--- src/bfps_ram.sv ---
// Generic simple dual-port RAM: one write port, one read port, registered read.
// No dependencies.
module bfps_ram #(
  parameter int W = 8,
  parameter int D = 16
) (
  input  logic                 clk,
  input  logic                 we,
  input  logic [$clog2(D)-1:0] waddr,
  input  logic [W-1:0]         wdata,
  input  logic [$clog2(D)-1:0] raddr,
  output logic [W-1:0]         rdata
);

  logic [W-1:0] mem [D];

  always_ff @(posedge clk) begin
    if (we) begin
      mem[waddr] <= wdata;
    end
    rdata <= mem[raddr];
  end

endmodule

--- config.mk ---
export PLATFORM = sky130hd
export DESIGN_NAME = bfps_ram
export DESIGN_NICKNAME = d
export VERILOG_FILES = /design/src/bfps_ram.sv
export SDC_FILE = /design/constraint.sdc
export NUM_CORES = 1
export LEC_CHECK = 0
export BUFFER_PORTS_ARGS = -buffer_cell sky130_fd_sc_hd__buf_2
export CELL_PAD_IN_SITES_DETAIL_PLACEMENT = 1
export CELL_PAD_IN_SITES_GLOBAL_PLACEMENT = 1
export CORE_ASPECT_RATIO = 1.2
export CORE_MARGIN = 2
export CORE_UTILIZATION = 30
export CTS_BUF_LIST = sky130_fd_sc_hd__clkbuf_4 sky130_fd_sc_hd__clkbuf_8
export DETAILED_ROUTE_END_ITERATION = 10
export PLACE_DENSITY = 0.54
export SLEW_MARGIN = 20
export SYNTH_ARGS = -nofsm -noshare
export SYNTH_HDL_FRONTEND = slang
export SYNTH_SLANG_ARGS = --single-unit
--- constraint.sdc ---
create_clock -name clk -period 2.3 [get_ports clk]
set_clock_uncertainty 0.05 [all_clocks]
set_input_delay 0.345 -clock clk [delete_from_list [all_inputs] [get_ports clk]]
set_output_delay 0.345 -clock clk [all_outputs]
set_load 0.02 [all_outputs]
==> results of run 1 <==
## power breakdown
group	internal, mW	switching, mW
Clock	1.15	0.857
Sequential	2.77	0.0161
Combinational	0.116	0.171
## layer usage
layer  global-route usage [%]  wire length [um]  vias to the layer above  share of wire (%)
li1                         -                 -                     1092                  -
met1                     17.4              4830                     1305                 44
met2                     21.5              5730                       52                 52
met3                     3.78               407                        8                3.7
met4                     4.43               112                        0                1.0
met5                        0                 0                        -                  0
## sequential cells by signal, summed over array words and instances (netlist names)
| name | flops |
|---|---|
| mem | 128 |
| rdata | 8 |
## metrics by stage
step	worst slack [ns]	hold WS [ns]	instance area, sq um
4_1_cts	0.834	0.226	6090
5_1_grt	0.758	0.233	6090
3_3_place_gp	0.376	0.600	5680
3_5_place_dp	0.368	0.618	5680
2_1_floorplan	0.412	0.394	5150
6_report	0.840	0.247	6090
## layout make-up
type / count / area (sq um)
timing repair buffer: 52 / 353
fill: 1654 / 10800
tap: 216 / 270
multi-input combinational: 83 / 1060
sequential: 136 / 4000
clock buffer: 22 / 284
clock inverter: 10 / 125
## kinds of logic after synthesis
family / after synthesis / share of synthesized area [%]
AOI/OAI and AO/OA: 16 / 2.33
DFF: 136 / 77.8
muxes: 32 / 15.0
and+or+nand+nor: 35 / 3.18
buffers and inverters: 10 / 1.68
## synthesized netlist by cell type
| cell | number | share of area, % |
|---|---|---|
| a22oi_1 | 16 | 2.3 |
| and2_1 | 1 | 0.12 |
| and2b_1 | 1 | 0.15 |
| buf_2 | 3 | 0.29 |
| buf_4 | 1 | 0.15 |
| buf_6 | 3 | 0.66 |
| clkdlybuf4s25_2 | 3 | 0.58 |
| dfxtp_1 | 8 | 3.1 |
| edfxtp_1 | 128 | 75 |
| mux4_1 | 14 | 7.1 |
| mux4_2 | 18 | 7.9 |
| nand2_1 | 9 | 0.66 |
| nand2b_1 | 2 | 0.24 |
| nand3_1 | 1 | 0.097 |
| nand3b_1 | 2 | 0.29 |
| nor2_1 | 13 | 0.95 |
| nor2b_1 | 1 | 0.12 |
| nor3_1 | 4 | 0.39 |
| or3b_2 | 1 | 0.17 |
## path summary, 6_finish.rpt
| check | startpoint | to |
|---|---|---|
| worst max-delay path | mem[1][5]$_DFFE_PP_ | rdata[5]$_DFF_P_ |
| worst min-delay path | wdata[6] | mem[10][6]$_DFFE_PP_ |
| worst max register to register | mem[1][5]$_DFFE_PP_ | rdata[5]$_DFF_P_ |
| worst min register to register | mem[11][5]$_DFFE_PP_ | rdata[5]$_DFF_P_ |
## cells in the final DEF (no fill, tap or decap)
master,count
nor2b_1,1
clkbuf_8,19
nand3_1,1
buf_12,2
dfxtp_1,8
and2_1,1
mux4_2,18
nor3_1,4
or3b_2,1
edfxtp_1,128
clkbuf_4,3
clkinv_2,7
nor2_1,13
nand2b_1,2
nand2_1,9
nand3b_1,2
bufinv_16,3
mux4_1,14
buf_2,25
buf_4,25
and2b_1,1
a22oi_1,16
==> results.sh, run 1 <==
export IMPL_cell_depth_of_the_worst_flop_to_flop_path=3
export IMPL_mapped_area_sq_mm=0.00515
export IMPL_n_antenna_cell=0
export IMPL_critical_path_end_type="flip-flop"
export IMPL_ir_worst_vdd_v=0.000317
export IMPL_drt_first_iter_violations=157
export IMPL_hold_path_class="in2reg"
export IMPL_post_detailed_route_count_of_antenna_violating_nets=0
export IMPL_syn_area_per_cell_sq_um=22.5
export IMPL_power_static_leakage_nw=2.07
export IMPL_reg2reg_setup_slack_ns=0.84
export IMPL_setup_violations_final=0
export IMPL_routabilityCongestion=0.702
export IMPL_yosysWarnings=0
export IMPL_timing_final_max_slew_violations=0
export IMPL_cts_path_max_buffers=2
export IMPL_critPathRequiredTime_ns=2.57
export IMPL_outcome="complete, no violations"
export IMPL_critical_path_top_delay_family="multiplexers"
export IMPL_fmax_ghz=0.685
export IMPL_grt_antenna_before_repair=0
export IMPL_timing_critical_path_cells="mux4_1 -> a22oi_1 -> nand2_1"
export IMPL_yosys_register_bits=136
export IMPL_post_route_minimum_period_ns=1.46
export IMPL_unrepaired_setup_endpoints_after_global_routing="false"
export IMPL_critPathLaunchType="flip-flop"
export IMPL_worst_path_stages=3
export IMPL_cts_hold_buffers_added=0
export IMPL_post_route_setup_tns_ns=0
export IMPL_synth_cell_types=19
export IMPL_drive_gt1_share_pct=34.0
export IMPL_period_share_pct=63.5
export IMPL_cts_root_buf="clkbuf_8"
export IMPL_core_rowCount=52
export IMPL_timing_critical_path_arrival_ns=1.73
export IMPL_cts_htree_levels=4
export IMPL_clkSinkCount=136
export IMPL_initial_utilization_pct=30.5
export IMPL_instances_no_fill=519
export IMPL_gr_usage_all_layers_pct=13.3
export IMPL_max_capacitance_violation_total=0
export IMPL_detailroute_via_count=2457
export IMPL_detail_route_drc_violations=0
export IMPL_routedWlPerCell_um=21.3
export IMPL_cts_buffers_inserted=17
export IMPL_final_core_utilization_pct=36.2
export IMPL_finalHoldViolCount=0
export IMPL_criticalPathCategory="reg2reg"
export IMPL_synth_sequential_area_ratio_pct=77.8
export IMPL_ioPinCount=26
export IMPL_drt_wl_total_um=11100
export IMPL_critical_path_n_buffers_inverters=0
export IMPL_cts_resized=0
export IMPL_largest_net_degree_at_the_start_of_global_routing=33
export IMPL_route_detailed_vias_per_inst=4.73
export IMPL_worst_slew_margin_rel_pct=71.7
export IMPL_synth_cells=229
export IMPL_global_route_overflow_total=0
export IMPL_grt_first_pass_wirelength_um=17000
export IMPL_die_width_um=124
export IMPL_timing_critical_path_slowest_stage_cell="mux4_1"
export IMPL_place_port_buffers=25
export IMPL_grt_pass1_vias=2754
export IMPL_clock_insertion_delay_worst_skew_ns=0.43
export IMPL_cts_setup_buffers=0
export IMPL_drt_first_pass_iters=4
export IMPL_hold_path_cell_count=1
export IMPL_cpPeakStageDelay_ns=0.51
export IMPL_postSynthNetCount=247
export IMPL_cts_clock_pin_slew_for_the_worst_setup_and_hold_paths_ns=0.07
export IMPL_tightest_slew_ns=0.424
export IMPL_timing_critical_path_fanout_max=1
export IMPL_power_per_cell_area_mw_per_mm2=834
export IMPL_dpl_hpwl_um=7390
export IMPL_area_growth_pct=18.4
export IMPL_design_power_total_mw=5.08
export IMPL_design_die_area_sq_mm=0.0182
export IMPL_die_height_um=147
export IMPL_placeableCoreArea_sq_mm=0.0169
export IMPL_tritoncts="yes"
export IMPL_dp_cells=487
export IMPL_layout_nets=308
Note: power is estimated with default switching activity, not from simulation.
==> inputs of run 2 (changes only) <==
- clock period: 2.3 -> 1.5 ns (I/O delays scaled with it)
==> results.sh, run 2 (same netlist as run 1, synthesis figures left out) <==
export IMPL_outcome="complete, no violations"
export IMPL_layout_setup_ws_ns=0.0811
export IMPL_drt_wl_total_um=11100
export IMPL_ioPinCount=26
export IMPL_unrepaired_setup_endpoints_after_global_routing="false"
export IMPL_clkSinkCount=136
export IMPL_layout_common_cells="edfxtp_1 (128), buf_2 (25), buf_4 (23)"
export IMPL_timing_critical_path_arrival_ns=1.68
export IMPL_final_common_cell="edfxtp_1"
export IMPL_place_ws_ns=-0.241
export IMPL_timing_final_max_slew_violations=0
export IMPL_finalHoldViolCount=0
export IMPL_route_detailed_vias_per_inst=4.77
export IMPL_cts_root_buf="clkbuf_8"
export IMPL_fmax_ghz=0.705
export IMPL_critPathLaunchType="flip-flop"
export IMPL_post_route_minimum_period_ns=1.42
export IMPL_dpl_hpwl_um=7420
export IMPL_grt_antenna_before_repair=0
export IMPL_cts_resized=0
export IMPL_max_capacitance_violation_total=0
export IMPL_tritoncts="yes"
export IMPL_largest_net_degree_at_the_start_of_global_routing=19
export IMPL_biggestRegsByFlops="mem x128, rdata x8"
export IMPL_detail_route_drc_violations=0
export IMPL_period_share_pct=94.6
export IMPL_cts_buffers_inserted=17
export IMPL_final_core_utilization_pct=36.2
export IMPL_die_height_um=147
export IMPL_hold_startpoint="wdata[3]"
export IMPL_setup_violations_final=0
export IMPL_rr_startpoint="mem[9][3]$_DFFE_PP_"
export IMPL_grt_pass1_vias=2719
export IMPL_die_width_um=124
export IMPL_setup_worst_path_start="mem[9][3]$_DFFE_PP_"
export IMPL_initial_utilization_pct=30.5
export IMPL_detailroute_via_count=2468
export IMPL_cts_clock_pin_slew_for_the_worst_setup_and_hold_paths_ns=0.08
export IMPL_tightest_slew_ns=0.824
export IMPL_placeableCoreArea_sq_mm=0.0169
export IMPL_routedWlPerCell_um=21.5
export IMPL_area_growth_pct=18.6
export IMPL_largest_register_ff_count=128
export IMPL_post_detailed_route_count_of_antenna_violating_nets=0
export IMPL_criticalPathCategory="reg2reg"
export IMPL_instances_no_fill=517
export IMPL_drive_gt1_share_pct=33.6
export IMPL_largest_register="mem"
export IMPL_layout_nets=306
export IMPL_ir_worst_vdd_v=0.000479
export IMPL_worst_slew_margin_rel_pct=44.9
export IMPL_gr_usage_all_layers_pct=13.1
export IMPL_cts_htree_levels=4
export IMPL_critical_path_end_type="flip-flop"
export IMPL_clock_insertion_delay_worst_skew_ns=0.43
export IMPL_drt_first_iter_violations=169
export IMPL_cts_hold_buffers_added=0
export IMPL_critPathRequiredTime_ns=1.76
export IMPL_cts_path_max_buffers=2
export IMPL_timing_critical_path_fanout_max=1
export IMPL_grt_first_pass_wirelength_um=16900
export IMPL_dp_cells=485
export IMPL_hold_path_class="in2reg"
export IMPL_drt_first_pass_iters=4
export IMPL_power_static_leakage_nw=2.04
export IMPL_n_antenna_cell=0
export IMPL_power_per_cell_area_mw_per_mm2=1300
export IMPL_design_die_area_sq_mm=0.0182
export IMPL_core_rowCount=52
export IMPL_global_route_overflow_total=0
export IMPL_cts_setup_buffers=0
export IMPL_routabilityCongestion=0.695
export IMPL_place_port_buffers=25
## run 2: metrics by stage
stage               hold slack, ns  instance area, sq um  TNS, ns  total power [mW]
global route                 0.117                  6110        0              8.19
detailed placement           0.579                  5670    -2.49              4.81
floorplan                    0.274                  5150    -1.18              4.59
global placement             0.563                  5670    -1.95              4.79
CTS                          0.105                  6100        0              8.01
finish                       0.129                  6110        0              7.92
## run 2: layer usage
layer	global-route usage (%)	up-vias	wire [um]
met1	17.2	1314	4960
met2	21.1	52	5550
li1	-	1088	-
met5	0	-	0
met3	3.36	14	431
met4	4.77	0	157
## run 2: critical path: stages, from the launching register on
cell	delay (ns)
edfxtp_1	0.36
mux4_1	0.51
a22oi_1	0.31
nand2_1	0.08
## run 2: power by group
part | switching [mW] | internal (mW) | leakage (nW) | total [mW]
clock network | 1.37 | 1.84 | 0.208 | 3.21
registers | 0.0290 | 4.24 | 1.22 | 4.27
logic | 0.262 | 0.182 | 0.611 | 0.445
## run 2: worst paths after layout
| kind | to | slack, ns | cells after the start |
|---|---|---|---|
| hold reg to reg | rdata[5]$_DFF_P_ | 0.62 | 3 |
| setup / recovery | rdata[3]$_DFF_P_ | 0.08 | 3 |
| hold / removal | mem[13][3]$_DFFE_PP_ | 0.13 | 1 |
| setup reg to reg | rdata[3]$_DFF_P_ | 0.08 | 3 |
## run 2: cell type report
| type | instances | area, sq um |
|---|---|---|
| Clock buffer | 19 | 249 |
| Clock inverter | 13 | 178 |
| Fill cell | 1652 | 10700 |
| Multi-Input combinational cell | 83 | 1070 |
| Sequential cell | 136 | 4000 |
| Tap cell | 216 | 270 |
| Timing Repair Buffer | 50 | 338 |
